**config.mk**
```make
export PLATFORM = sky130hd
export DESIGN_NAME = kss_ctrl
export DESIGN_NICKNAME = d
export VERILOG_FILES = /design/src/rtl/core/kss_pkg.sv /design/src/rtl/core/kss_cmp.sv /design/src/rtl/core/kss_ctrl.sv
export SDC_FILE = /design/constraint.sdc
export NUM_CORES = 1
export LEC_CHECK = 0
export BUFFER_PORTS_ARGS = -buffer_cell sky130_fd_sc_hd__buf_2
export CAP_MARGIN = 10
export CORE_MARGIN = 2
export CORE_UTILIZATION = 60
export CTS_BUF_LIST = sky130_fd_sc_hd__clkbuf_2 sky130_fd_sc_hd__clkbuf_4 sky130_fd_sc_hd__clkbuf_8
export DETAILED_ROUTE_END_ITERATION = 16
export PLACE_DENSITY_LB_ADDON = 0.15
export SETUP_SLACK_MARGIN = 0.15
export SYNTH_ARGS = -nofsm -noshare
export SYNTH_HDL_FRONTEND = slang
export SYNTH_SLANG_ARGS = --single-unit
```
**constraint.sdc**
```tcl
create_clock -name clk -period 15.55 [get_ports clk]
set_input_delay 3.11 -clock clk [delete_from_list [all_inputs] [get_ports clk]]
set_output_delay 3.11 -clock clk [all_outputs]
set_load 0.03 [all_outputs]
```
**src/rtl/core/kss_pkg.sv**
```systemverilog
package kss_pkg;

	localparam int VALUE_W  = 32;
	localparam int RANK_W   = 12;
	localparam int STATUS_W = 2;

	localparam logic [STATUS_W-1:0] STATUS_OK   = 2'd0;
	localparam logic [STATUS_W-1:0] STATUS_RANK = 2'd1;
	localparam logic [STATUS_W-1:0] STATUS_OVF  = 2'd2;

	typedef enum logic [3:0] {
		S_LOAD,
		S_RD_LO,
		S_RD_MID,
		S_RD_HI,
		S_MED1,
		S_MED2,
		S_PART,
		S_SCAN_E,
		S_SCAN_S,
		S_DONE
	} state_t;

	typedef enum logic [1:0] {
		MED_LO,
		MED_MID,
		MED_HI
	} med_sel_t;

	typedef struct packed {
		logic                       valid;
		logic signed [VALUE_W-1:0]  value;
		logic [STATUS_W-1:0]        status;
	} result_t;

endpackage

```
**src/rtl/core/kss_cmp.sv**
```systemverilog
module kss_cmp import kss_pkg::*; (
	input  logic signed [VALUE_W-1:0] lhs,
	input  logic signed [VALUE_W-1:0] rhs,
	output logic                      gt
);

	// Signed greater-than compare through one widened subtraction.
	logic signed [VALUE_W:0] diff;

	assign diff = {lhs[VALUE_W-1], lhs} - {rhs[VALUE_W-1], rhs};
	assign gt   = !diff[VALUE_W] && (diff != '0);

endmodule

```
**src/rtl/core/kss_ctrl.sv**
```systemverilog
module kss_ctrl import kss_pkg::*; #(
	parameter int DEPTH = 4096,
	localparam int AW = $clog2(DEPTH),
	localparam int CW = $clog2(DEPTH + 1)
) (
	input  logic                      clk,
	input  logic                      arst_n,
	input  logic                      item_valid,
	input  logic signed [VALUE_W-1:0] item_value,
	input  logic                      item_last,
	output logic                      item_stall,
	input  logic [RANK_W-1:0]         rank,
	output result_t                   res,
	input  logic                      res_take,
	output logic                      mem_we,
	output logic [AW-1:0]             mem_waddr,
	output logic signed [VALUE_W-1:0] mem_wdata,
	output logic [AW-1:0]             mem_raddr,
	input  logic signed [VALUE_W-1:0] mem_rdata
);

	localparam int RW = (CW > RANK_W) ? CW : RANK_W;
	localparam int SW = (AW > RANK_W) ? AW : RANK_W;

	state_t                    state_q, state_d;
	logic [CW-1:0]             cnt_q, cnt_d;
	logic                      ovf_q, ovf_d;
	logic [AW-1:0]             lo_q, lo_d, hi_q, hi_d;
	logic [AW-1:0]             s_q, s_d, e_q, e_d;
	logic [AW-1:0]             mid;
	logic signed [VALUE_W-1:0] piv_q, piv_d;
	logic signed [VALUE_W-1:0] a_q, a_d, m_q, m_d, b_q, b_d;
	logic                      x_q, x_d, y_q, y_d;
	logic signed [VALUE_W-1:0] res_val_q, res_val_d;
	logic [STATUS_W-1:0]       res_st_q, res_st_d;
	logic signed [VALUE_W-1:0] cmp_lhs, cmp_rhs;
	logic                      cmp_gt;
	logic                      full;
	logic                      round_end;
	med_sel_t                  med;

	kss_cmp u_cmp (
		.lhs (cmp_lhs),
		.rhs (cmp_rhs),
		.gt  (cmp_gt)
	);

	assign full = (cnt_q == CW'(DEPTH));
	assign mid  = lo_q + ((hi_q - lo_q) >> 1);

	assign res.valid  = (state_q == S_DONE);
	assign res.value  = res_val_q;
	assign res.status = res_st_q;

	always_ff @(posedge clk or negedge arst_n) begin
		if (!arst_n) begin
			state_q <= S_LOAD;
			cnt_q   <= '0;
			ovf_q   <= 1'b0;
			lo_q    <= '0;
			hi_q    <= '0;
			s_q     <= '0;
			e_q     <= '0;
			piv_q   <= '0;
		end else begin
			state_q <= state_d;
			cnt_q   <= cnt_d;
			ovf_q   <= ovf_d;
			lo_q    <= lo_d;
			hi_q    <= hi_d;
			s_q     <= s_d;
			e_q     <= e_d;
			piv_q   <= piv_d;
		end
	end

	always_ff @(posedge clk) begin
		a_q       <= a_d;
		m_q       <= m_d;
		b_q       <= b_d;
		x_q       <= x_d;
		y_q       <= y_d;
		res_val_q <= res_val_d;
		res_st_q  <= res_st_d;
	end

	always_comb begin
		state_d    = state_q;
		cnt_d      = cnt_q;
		ovf_d      = ovf_q;
		lo_d       = lo_q;
		hi_d       = hi_q;
		s_d        = s_q;
		e_d        = e_q;
		piv_d      = piv_q;
		a_d        = a_q;
		m_d        = m_q;
		b_d        = b_q;
		x_d        = x_q;
		y_d        = y_q;
		res_val_d  = res_val_q;
		res_st_d   = res_st_q;
		mem_we     = 1'b0;
		mem_waddr  = s_q;
		mem_wdata  = piv_q;
		mem_raddr  = lo_q;
		cmp_lhs    = a_q;
		cmp_rhs    = mem_rdata;
		item_stall = 1'b1;
		round_end  = 1'b0;
		med        = MED_LO;

		unique case (state_q)
			S_LOAD: begin
				item_stall = 1'b0;
				if (item_valid) begin
					if (!full) begin
						mem_we    = 1'b1;
						mem_waddr = cnt_q[AW-1:0];
						mem_wdata = item_value;
						cnt_d     = cnt_q + CW'(1);
					end else begin
						ovf_d = 1'b1;
					end
					if (item_last) begin
						cnt_d = '0;
						ovf_d = 1'b0;
						lo_d  = '0;
						hi_d  = cnt_q[AW-1:0];
						if (ovf_q || full) begin
							res_val_d = '0;
							res_st_d  = STATUS_OVF;
							state_d   = S_DONE;
						end else if (RW'(rank) >= RW'(cnt_q) + RW'(1)) begin
							res_val_d = '0;
							res_st_d  = STATUS_RANK;
							state_d   = S_DONE;
						end else begin
							state_d = S_RD_LO;
						end
					end
				end
			end
			S_RD_LO: begin
				mem_raddr = lo_q;
				state_d   = S_RD_MID;
			end
			S_RD_MID: begin
				mem_raddr = mid;
				a_d       = mem_rdata;
				state_d   = S_RD_HI;
			end
			S_RD_HI: begin
				mem_raddr = hi_q;
				m_d       = mem_rdata;
				cmp_lhs   = a_q;
				cmp_rhs   = mem_rdata;
				x_d       = cmp_gt;
				state_d   = S_MED1;
			end
			S_MED1: begin
				b_d     = mem_rdata;
				cmp_lhs = a_q;
				cmp_rhs = mem_rdata;
				y_d     = cmp_gt;
				state_d = S_MED2;
			end
			S_MED2: begin
				// The first element is the median when it lies between the other two;
				// otherwise the median is the nearer of the middle and last elements.
				cmp_lhs = m_q;
				cmp_rhs = b_q;
				if (x_q != y_q) begin
					med = MED_LO;
				end else if (x_q) begin
					med = cmp_gt ? MED_MID : MED_HI;
				end else begin
					med = cmp_gt ? MED_HI : MED_MID;
				end
				mem_wdata = a_q;
				case (med)
					MED_MID: begin
						piv_d     = m_q;
						mem_we    = 1'b1;
						mem_waddr = mid;
					end
					MED_HI: begin
						piv_d     = b_q;
						mem_we    = 1'b1;
						mem_waddr = hi_q;
					end
					default: begin
						piv_d = a_q;
					end
				endcase
				s_d     = lo_q;
				e_d     = hi_q;
				state_d = S_PART;
			end
			S_PART: begin
				mem_raddr = e_q;
				state_d   = S_SCAN_E;
			end
			S_SCAN_E: begin
				// Walk the right end down past elements not below the pivot.
				cmp_lhs = piv_q;
				cmp_rhs = mem_rdata;
				if ((s_q < e_q) && !cmp_gt) begin
					e_d       = e_q - AW'(1);
					mem_raddr = e_q - AW'(1);
				end else if (s_q < e_q) begin
					mem_we    = 1'b1;
					mem_waddr = s_q;
					mem_wdata = mem_rdata;
					s_d       = s_q + AW'(1);
					mem_raddr = s_q + AW'(1);
					state_d   = S_SCAN_S;
				end else begin
					round_end = 1'b1;
				end
			end
			S_SCAN_S: begin
				// Walk the left end up past elements not above the pivot.
				cmp_lhs = mem_rdata;
				cmp_rhs = piv_q;
				if ((s_q < e_q) && !cmp_gt) begin
					s_d       = s_q + AW'(1);
					mem_raddr = s_q + AW'(1);
				end else if (s_q < e_q) begin
					mem_we    = 1'b1;
					mem_waddr = e_q;
					mem_wdata = mem_rdata;
					e_d       = e_q - AW'(1);
					mem_raddr = e_q - AW'(1);
					state_d   = S_SCAN_E;
				end else begin
					round_end = 1'b1;
				end
			end
			S_DONE: begin
				if (res_take) begin
					state_d = S_LOAD;
				end
			end
			default: begin
				state_d = S_LOAD;
			end
		endcase

		// The pivot fills the final hole, then only the side holding the rank is kept.
		if (round_end) begin
			mem_we    = 1'b1;
			mem_waddr = s_q;
			mem_wdata = piv_q;
			if (SW'(s_q) == SW'(rank)) begin
				res_val_d = piv_q;
				res_st_d  = STATUS_OK;
				state_d   = S_DONE;
			end else if (SW'(s_q) > SW'(rank)) begin
				hi_d    = s_q - AW'(1);
				state_d = S_RD_LO;
			end else begin
				lo_d    = s_q + AW'(1);
				state_d = S_RD_LO;
			end
		end
	end

endmodule

```
Word-level counts from Yosys, hierarchy flattened. Index checks and enable logic that the tools add are counted.

Register bits after elaboration: 230. Output and inout bits: 93.

Order comparisons: 3. Reduce and logical (&&, ||, !) cells: 16. Multiplexer cells: 87. $add $sub $neg: 7. Eq/ne operators: 28.

Operator list (number): $mux W32 (12); $mux W12 (27); $pmux W32 S3 (2); $pmux W32 S2 (2); $pmux W12 S3 (3); $pmux W12 S5 (1); $mux W4 (11); $pmux W4 S10 (1); $reduce_bool A33 Y1 (1); $sub A32 B32 Y33 (1); $mux W13 (2); $mux W2 (12); $pmux W12 S2 (1); $sub A12 B1 Y12 const B (2); $ne A3 B3 Y1 const B (6); $eq A4 B3 Y1 const B (4); $ne A2 B2 Y1 const B (7); $add A13 B1 Y13 const B (1); $eq A13 B13 Y1 const B (1); $ge A12 B13 Y1 (1); $add A12 B1 Y12 const B (1); $add A12 B11 Y12 (1); $eq A12 B12 Y1 (1); $gt A12 B12 Y1 (1); other kinds (21) (39).

Depth between registers and ports, before layout. Gate-level depths: netlist (run 1).

Depth in word-level cells: 14. Depth in mapped cells: 33. Gate-level depth less buffers: 27.

Modules after synthesis. Synthesis (run 1) repeated with hierarchy kept, for this count alone.

Cell total of the unflattened synthesis: 1934. Area total of the unflattened synthesis: 17115.2 um^2.

By module, submodules not included: kss_ctrl (sequential area each 6075.8 um^2, instances 1, area an instance 15108.2 um^2, cells each 1618); kss_cmp (sequential area each 0.0 um^2, instances 1, area an instance 2006.9 um^2, cells each 316).

Least setup slack after synthesis (run 1). Ideal clock, no wire load.

Path kind: input -> output. Start point: input mem_rdata[0]. End point: output mem_waddr[5]. Arrival time: 8.080 ns. Stages on the path: 27. Path slack: 4.360 ns. Required time: 12.440 ns. Cells stage by stage: a22oi_1 > nand2_1 > o21ai_0 > nand2_1 > o21ai_0 > ha_1 > inv_1 > fa_1 > a21o_1 > a221oi_4 > nor4_1 > or3_1 > xor2_1 > or4_1 > nor2_1 > nand4_1 > nand2_1 > buf_2 > inv_1 > a21o_1 > ha_1 > clkbuf_1 > clkbuf_1 > a221oi_1 > a21oi_1 > a21oi_1 > o211ai_1.

Cells in the longest elaborated chain, start to end: 12. Elaborated cells on any way between the ends: 21. Classes of those cells: add/sub: 1; eq/ne: 2; mux: 13; reduce/logical: 5.

Ends and longest elaborated chain: start: declaration (line kss_ctrl.sv:19) `input logic signed [VALUE_W-1:0] mem_rdata`; $pmux W32 S3 or $pmux W32 S2 (tied branches) (line kss_ctrl.sv:113) `unique case (state_q)`; $sub A32 B32 Y33 (*) (line kss_cmp.sv:10) `assign diff = {lhs[VALUE_W-1], lhs} - {rhs[VALUE_W-1], rhs};`; $reduce_bool A33 Y1 or $logic_not A1 Y1 (tied branches) (line kss_cmp.sv:11) `assign gt = !diff[VALUE_W] && (diff != '0);`; $logic_and A1 B1 Y1 (*) (line kss_cmp.sv:11); net cmp_gt (line kss_ctrl.sv:37) `logic cmp_gt;`; $mux W2 (on tied branches) (line kss_ctrl.sv:178, kss_ctrl.sv:176); $mux W2 (line kss_ctrl.sv:175) `end else if (x_q) begin`; $mux W2 (line kss_ctrl.sv:173) `if (x_q != y_q) begin`; $mux W2 (line kss_ctrl.sv:113); $eq A2 B2 Y1 or $eq A2 B1 Y1 (tied branches) (line kss_ctrl.sv:181) `case (med)`; $pmux W12 S2 (line kss_ctrl.sv:181); $pmux W12 S3 (line kss_ctrl.sv:113); $mux W12 (*) (line kss_ctrl.sv:251) `if (round_end) begin`; end: declaration (line kss_ctrl.sv:16) `output logic [AW-1:0] mem_waddr,`.

Mark *: on every way through the listed nets, which the timed path passes. The rest lies on a longest branch. The select of a mux whose other input is x is not followed.

Final worst setup path (run 1).
Start point: input mem_rdata[0]. End point: output mem_waddr[11].

The elaborated chain is that of the path after synthesis.

==> run summary, run 1 <==
post-route setup TNS - 0 ps
GPL Wtd Cong - 1.00
area growth from synthesis to layout - 10.6%
fin crit period - 12,640 ps
Synth cell types - 79
Seq/Total Area, Yosys - 0.343
CTS buffer count - 41
# Max-Cap Violations - 0
Post-synth EDFFs - 98
Max Clk Rate - 79.1 MHz
Port Buf Inserts - 173
starting density of the core - 0.614
post-synthesis mux area share - 0.0489
Syn Inst Count - 2,084
DRT antenna net count - 0
CP required - 12,440 ps
reg2reg start - state_q[2]
Synth Area in Simple Gates - 0.147
global-route wire length before repair - 95,400 µm
critical path class - input port to primary output
largest net degree at the start of global routing - 82
vias - 17,900
proportion of layout cells with a drive suffix above 1 - 0.147
# rows - 62
hold_sp - res_val_q[29]
xor/xnor share of the synthesized area - 0.0327
RSZ-0062 raised after global routing - false
I/O pin count - 174
WL final - 61,400 µm
Hold Path Class - flip-flop to flip-flop
largest family of logic cells by synthesized area - compound AO/OA/AOI/OAI gates
Max Transition Viols Final - 0
worst reg2reg path depth - 24
yosys warns - 0
Final Cycle Share - 0.813
post-CTS sizing - 0
Post-CTS Hold Buffers - 0
placed wire-length estimate - 41,800 µm
outcome - finished, final reports clean
Worst R2R End - piv_q[9]
DIE AREA - 30,900 µm²
Top FF cell, synth - edfxtp_1
Post-Synth Adder-Cell Area - 0.0705
Syn Area/Cell - 8.50 µm²
Worst slew margin - 0.210
Layout Utilization - 0.678
Critical Path Fanout Max - 34
Synth Net Count - 2,263
Pre-antenna DRT Iters - 7
die height - 176 µm
Reg clk slew, reported paths - 50 ps
GRT Total Usage - 0.390
post-CTS setup buffers - 0
setup slack, reg-to-reg - 7150 ps
Sink Count - 230
vias in the first global route - 16,800
root buffer cell - clkbuf_8
Worst Skew - 17.9 ps
DIE WIDTH - 176 µm
flops & latches, synth - 230
worst hold stages - 1
average wire per standard cell - 23.8 µm
Hold EP - res_val_q[29]
CTS H-tree lvls - 2
final setup vio count - 0
core area - 28,900 µm²
fin nets - 2,338
Synth Cell Area - 17,700 µm²
critical path endpoint category - primary output
Fin. Hold Viols - 0
Iter 0 DRT Violations - 2,078
antenna violations before repair - 1
insertion delay to the later sink of the worst-skew pair - 570 ps
Worst EP arrival - 9530 ps
CTS Buffer Depth - 3
slew of the pin with the lowest slew margin - 1180 ps
total gr overflow - 0
DRC - 0
Synth async-reset ratio - 0.426
CTS tree - yes
startpoint types - input port
Via density - 6.94
post-synthesis compound-gate area fraction - 0.305
[Yosys cell counts (34+ instances only)]
cell type / instances / area [µm²]
o21ai_0: 223 / 1120
nand2_1: 214 / 803
a21oi_1: 173 / 866
clkbuf_1: 150 / 563
nor2_1: 141 / 529
dfrtp_1: 98 / 2450
edfxtp_1: 98 / 2940
ha_1: 95 / 1190
mux2i_1: 73 / 731
a221o_1: 71 / 711
a22o_1: 70 / 613
inv_1: 69 / 259
nand3_1: 53 / 265
xnor2_1: 46 / 403
a21o_1: 39 / 293
a22oi_1: 36 / 270
dfxtp_1: 34 / 681
[layer usage]
layer	routed length, µm	GRT usage	vias up
met5	0	0	-
met4	1630	0.126	0
met2	26600	0.573	1171
met1	25700	0.559	8540
li1	-	-	7999
met3	7560	0.103	166
[registers in the layout, summed over array words and instances, names as in the netlist]
name / flops
x_q: 1
hi_q: 12
lo_q: 12
cnt_q: 13
state_q: 4
res_st_q: 2
e_q: 12
ovf_q: 1
res_val_q: 32
b_q: 32
s_q: 12
m_q: 32
y_q: 1
a_q: 32
piv_q: 32
[critical path, stage by stage]
cell and delay [ps]:
buf_2 140, a22oi_1 170, nand2_1 70, o21ai_0 110
nand2_1 80, o21ai_0 110, ha_1 200, inv_1 60
fa_1 470, a21o_1 250, a221oi_4 390, nor2_1 80
a2111oi_0 460, nand4_1 150, or4_1 520, nor2_1 170
nand4_1 110, buf_4 240, nand2_1 520, inv_1 200
a21oi_1 200, ha_2 410, inv_1 100, buf_4 420
o21ai_0 170, o22a_1 250, o211ai_1 140, buf_2 250
[worst max-delay path by stage]
stage,startpoint,endpoint,slack (ps),cells after the start
floorplan,mem_rdata[0],mem_waddr[5],4360,27
global placement,mem_rdata[0],mem_waddr[11],3240,28
detailed placement,mem_rdata[0],mem_waddr[11],3110,28
CTS,mem_rdata[0],mem_waddr[11],3100,28
global route,mem_rdata[0],mem_waddr[11],2540,28
finish,mem_rdata[0],mem_waddr[11],2910,28
[logic make-up (layout without fill, tap and decap cells)]
family | count (synthesis) | after routing
XOR/XNOR | 66 | 66
buffers and inverters | 240 | 348
AND/OR/NAND/NOR | 564 | 564
multiplexers | 83 | 83
other | 0 | 1
flip-flops | 230 | 230
AO/OA/AOI/OAI | 803 | 803
adder cells (fa/ha/maj) | 98 | 98
[cells in the final DEF, fill, tap and decap left out, drive strengths merged, types with 10 or more instances in the layout]
cell type / Yosys / layout
nor2: 141 / 141
a21oi: 173 / 173
edfxtp: 98 / 98
o21ai: 224 / 224
inv: 69 / 68
nand2b: 16 / 16
dfrtp: 98 / 98
nand2: 214 / 214
o21a: 17 / 17
buf: 21 / 203
nand4: 17 / 17
clkbuf: 150 / 69
xor2: 20 / 20
o2111ai: 15 / 15
a22oi: 36 / 36
ha: 95 / 95
and3: 19 / 19
o211ai: 28 / 28
nand3: 53 / 53
a211oi: 24 / 24
nor3: 26 / 26
or3: 15 / 15
a221o: 71 / 71
xnor2: 46 / 46
nor2b: 17 / 17
a31oi: 27 / 27
a22o: 70 / 70
mux2: 10 / 10
mux2i: 73 / 73
a21o: 39 / 39
dfxtp: 34 / 34
a221oi: 19 / 19
[cell type report]
type	count	area, µm²
fillers	2383	9290
repair buffers	203	1100
clock inverters	7	40.0
inverters	69	259
flip-flops and latches	230	6080
clock buffers	69	837
well taps	384	480
multi-input cells	1614	10800
diodes	1	2.50
[stage by stage]
stage | setup WS, ps | hold WS, ps | cell area, µm² | std cells
after detailed placement | 3110 | 451 | 18700 | 2499
final | 2910 | 470 | 19600 | 2577
after global placement | 3240 | 450 | 18700 | 2499
after floorplan | 4360 | 481 | 17700 | 2084
after CTS | 3100 | 472 | 19600 | 2575
after global routing | 2540 | 488 | 19600 | 2577
Power of run 1 is not shown: default switching activity piles up to over one toggle a cycle in this logic, so the estimate is an artifact.
==> inputs of run 2 (changes only) <==
--- a/config.mk
+++ b/config.mk
@@ -5,10 +5,11 @@
 export SDC_FILE = /design/constraint.sdc
 export NUM_CORES = 1
 export LEC_CHECK = 0
+export ABC_AREA = 1
 export BUFFER_PORTS_ARGS = -buffer_cell sky130_fd_sc_hd__buf_2
 export CAP_MARGIN = 10
 export CORE_MARGIN = 2
-export CORE_UTILIZATION = 60
+export CORE_UTILIZATION = 57
 export CTS_BUF_LIST = sky130_fd_sc_hd__clkbuf_2 sky130_fd_sc_hd__clkbuf_4 sky130_fd_sc_hd__clkbuf_8
 export DETAILED_ROUTE_END_ITERATION = 16
 export PLACE_DENSITY_LB_ADDON = 0.15
==> constraint.sdc (replaced) <==
create_clock -name clk -period 11.15 [get_ports clk]
set_input_delay 2.23 -clock clk [delete_from_list [all_inputs] [get_ports clk]]
set_output_delay 2.23 -clock clk [all_outputs]
set_load 0.03 [all_outputs]
==> run 2 against run 1 <==
  * Global-route usage is 1.1 points lower
  * Clock-buffer cell count is 10 lower
  * Cell count is 24% higher
  * Via count is 7.8% higher
  * Synthesized area is 3.6% higher
==> run summary, run 2 <==
outcome - finished, final reports clean
DIE AREA - 33,600 µm²
Synth async-reset ratio - 0.426
Syn Inst Count - 2,633
Reg clk slew, reported paths - 60 ps
post-CTS sizing - 0
top cells by area, synth - edfxtp_1, dfrtp_1, nand2_1, inv_1, ha_1
total gr overflow - 0
Max Clk Rate - 102 MHz
RSZ-0062 raised after global routing - false
DIE WIDTH - 183 µm
vias in the first global route - 18,000
area growth from synthesis to layout - 10.5%
Max Transition Viols Final - 0
DRC - 0
Syn Area/Cell - 6.97 µm²
die height - 183 µm
CTS H-tree lvls - 2
WL final - 63,900 µm
commonest cells after routing, fill and taps aside - nand2_1, inv_1, a21oi_1
core area - 31,600 µm²
Synth Net Count - 2,812
Fin. Hold Viols - 0
top cells by count, synth - nand2_1, inv_1, a21oi_1, o21ai_0, o22ai_1
WHS - 467 ps
vias - 19,300
Synth cell types - 57
proportion of layout cells with a drive suffix above 1 - 0.144
Sink Count - 230
CP peak stage delay - 840 ps
root buffer cell - clkbuf_8
slew of the pin with the lowest slew margin - 1090 ps
Pre-antenna DRT Iters - 6
flops & latches, synth - 230
global-route wire length before repair - 99,100 µm
worst reg2reg path depth - 32
Post-CTS Hold Buffers - 0
Yosys top cell area share - 0.160
antenna violations before repair - 1
Post-synth EDFFs - 98
Hold Path Class - flip-flop to flip-flop
# Max-Cap Violations - 0
largest net degree at the start of global routing - 91
CTS buffer count - 42
Iter 0 DRT Violations - 2,638
critical path endpoint category - primary output
insertion delay to the later sink of the worst-skew pair - 590 ps
CTS Buffer Depth - 3
Final Cycle Share - 0.882
Worst Skew - 26.0 ps
final setup vio count - 0
fin crit period - 9840 ps
average wire per standard cell - 20.0 µm
GRT Total Usage - 0.378
Worst EP arrival - 7610 ps
Critical Path Fanout Max - 31
# rows - 65
placed wire-length estimate - 44,700 µm
worst hold stages - 2
critical path class - flip-flop to primary output
startpoint types - flip-flop
GPL Wtd Cong - 1.02
Synth Cell Area - 18,300 µm²
placed instance count - 3,119
most common library cell in the layout ignoring fill and taps - nand2_1
post-CTS setup buffers - 0
post-route setup TNS - 0 ps
Final Instance Count excl. Fillers - 3,198
DRT antenna net count - 0
CP required - 8920 ps
Yosys top cell by area - edfxtp_1
Crit-path slowest cell - ha_2
Worst slew margin - 0.269
Top FF cell, synth - edfxtp_1
CTS tree - yes
starting density of the core - 0.580
Via density - 6.02
I/O pin count - 174
Seq/Total Area, Yosys - 0.331
yosys warns - 0
fin nets - 2,941
Port Buf Inserts - 173
most frequent cell after synthesis - nand2_1
-- run 2: cell count changes in the layout (fill, tap and decap cells not counted), sizes merged, moves of 36 or more --
cell,delta
mux2i,-73
a21o,-37
a21oi,+49
nand3,+90
a22o,-70
a221o,-71
o22ai,+147
a22oi,-36
inv,+393
nand2,+403
-- run 2: final timing paths --
path	startpoint	slack (ps)	end
setup / recovery	state_q[3]	1310	mem_we
hold / removal	res_val_q[7]	470	res_val_q[7]
min in group asynchronous	arst_n	1790	cnt_q[0]
setup reg to reg	state_q[3]	4130	piv_q[20]
hold reg to reg	res_val_q[7]	470	res_val_q[7]
max in group asynchronous	arst_n	8150	lo_q[1]
-- run 2: final cells by class --
type                       count  area [µm²]
fill                        2970       11400
multi-input combinational   1823       10000
sequential                   230        6080
inverter                     466        1750
timing repair buffer         199        1070
clock buffer                  59         743
tap                          402         503
clock inverter                18         113
antenna                        1        2.50
-- run 2: metal layers --
layer / vias up / wire (µm) / track usage
met1: 8850 / 27300 / 0.553
met2: 1272 / 26700 / 0.557
met4: 0 / 1760 / 0.115
met5: - / 0 / 0
li1: 8995 / - / -
met3: 147 / 8160 / 0.0848
-- run 2: critical path, delay by kind of cell (launching register included) --
| family | cells | cell delay (ps) |
|---|---|---|
| xor gates and xnor gates | 1 | 180 |
| buffers and inverters | 8 | 2360 |
| and+or+nand+nor | 21 | 2550 |
| adders and majority gates | 3 | 1530 |
| DFF | 1 | 370 |
-- run 2: per-stage QoR --
| step | setup WS, ps | cell area (µm²) | utilization |
|---|---|---|---|
| final | 1310 | 20300 | 0.641 |
| after global routing | 842 | 20300 | 0.641 |
| after CTS | 1470 | 20300 | 0.640 |
| after detailed placement | 1540 | 19400 | 0.613 |
| after global placement | 1630 | 19400 | 0.613 |
| after floorplan | 2740 | 18300 | - |
-- run 2: logic make-up (layout without fill, tap and decap cells) --
logic type,after synthesis,count (layout),synth area share
xor+xnor,62,62,0.0300
buf+inv,580,742,0.125
fa+ha+maj,98,98,0.0681
other cells,0,1,0
compound gates,664,664,0.208
simple gates,999,999,0.237
flops,230,230,0.331
Power of run 2 is left out for the same reason.
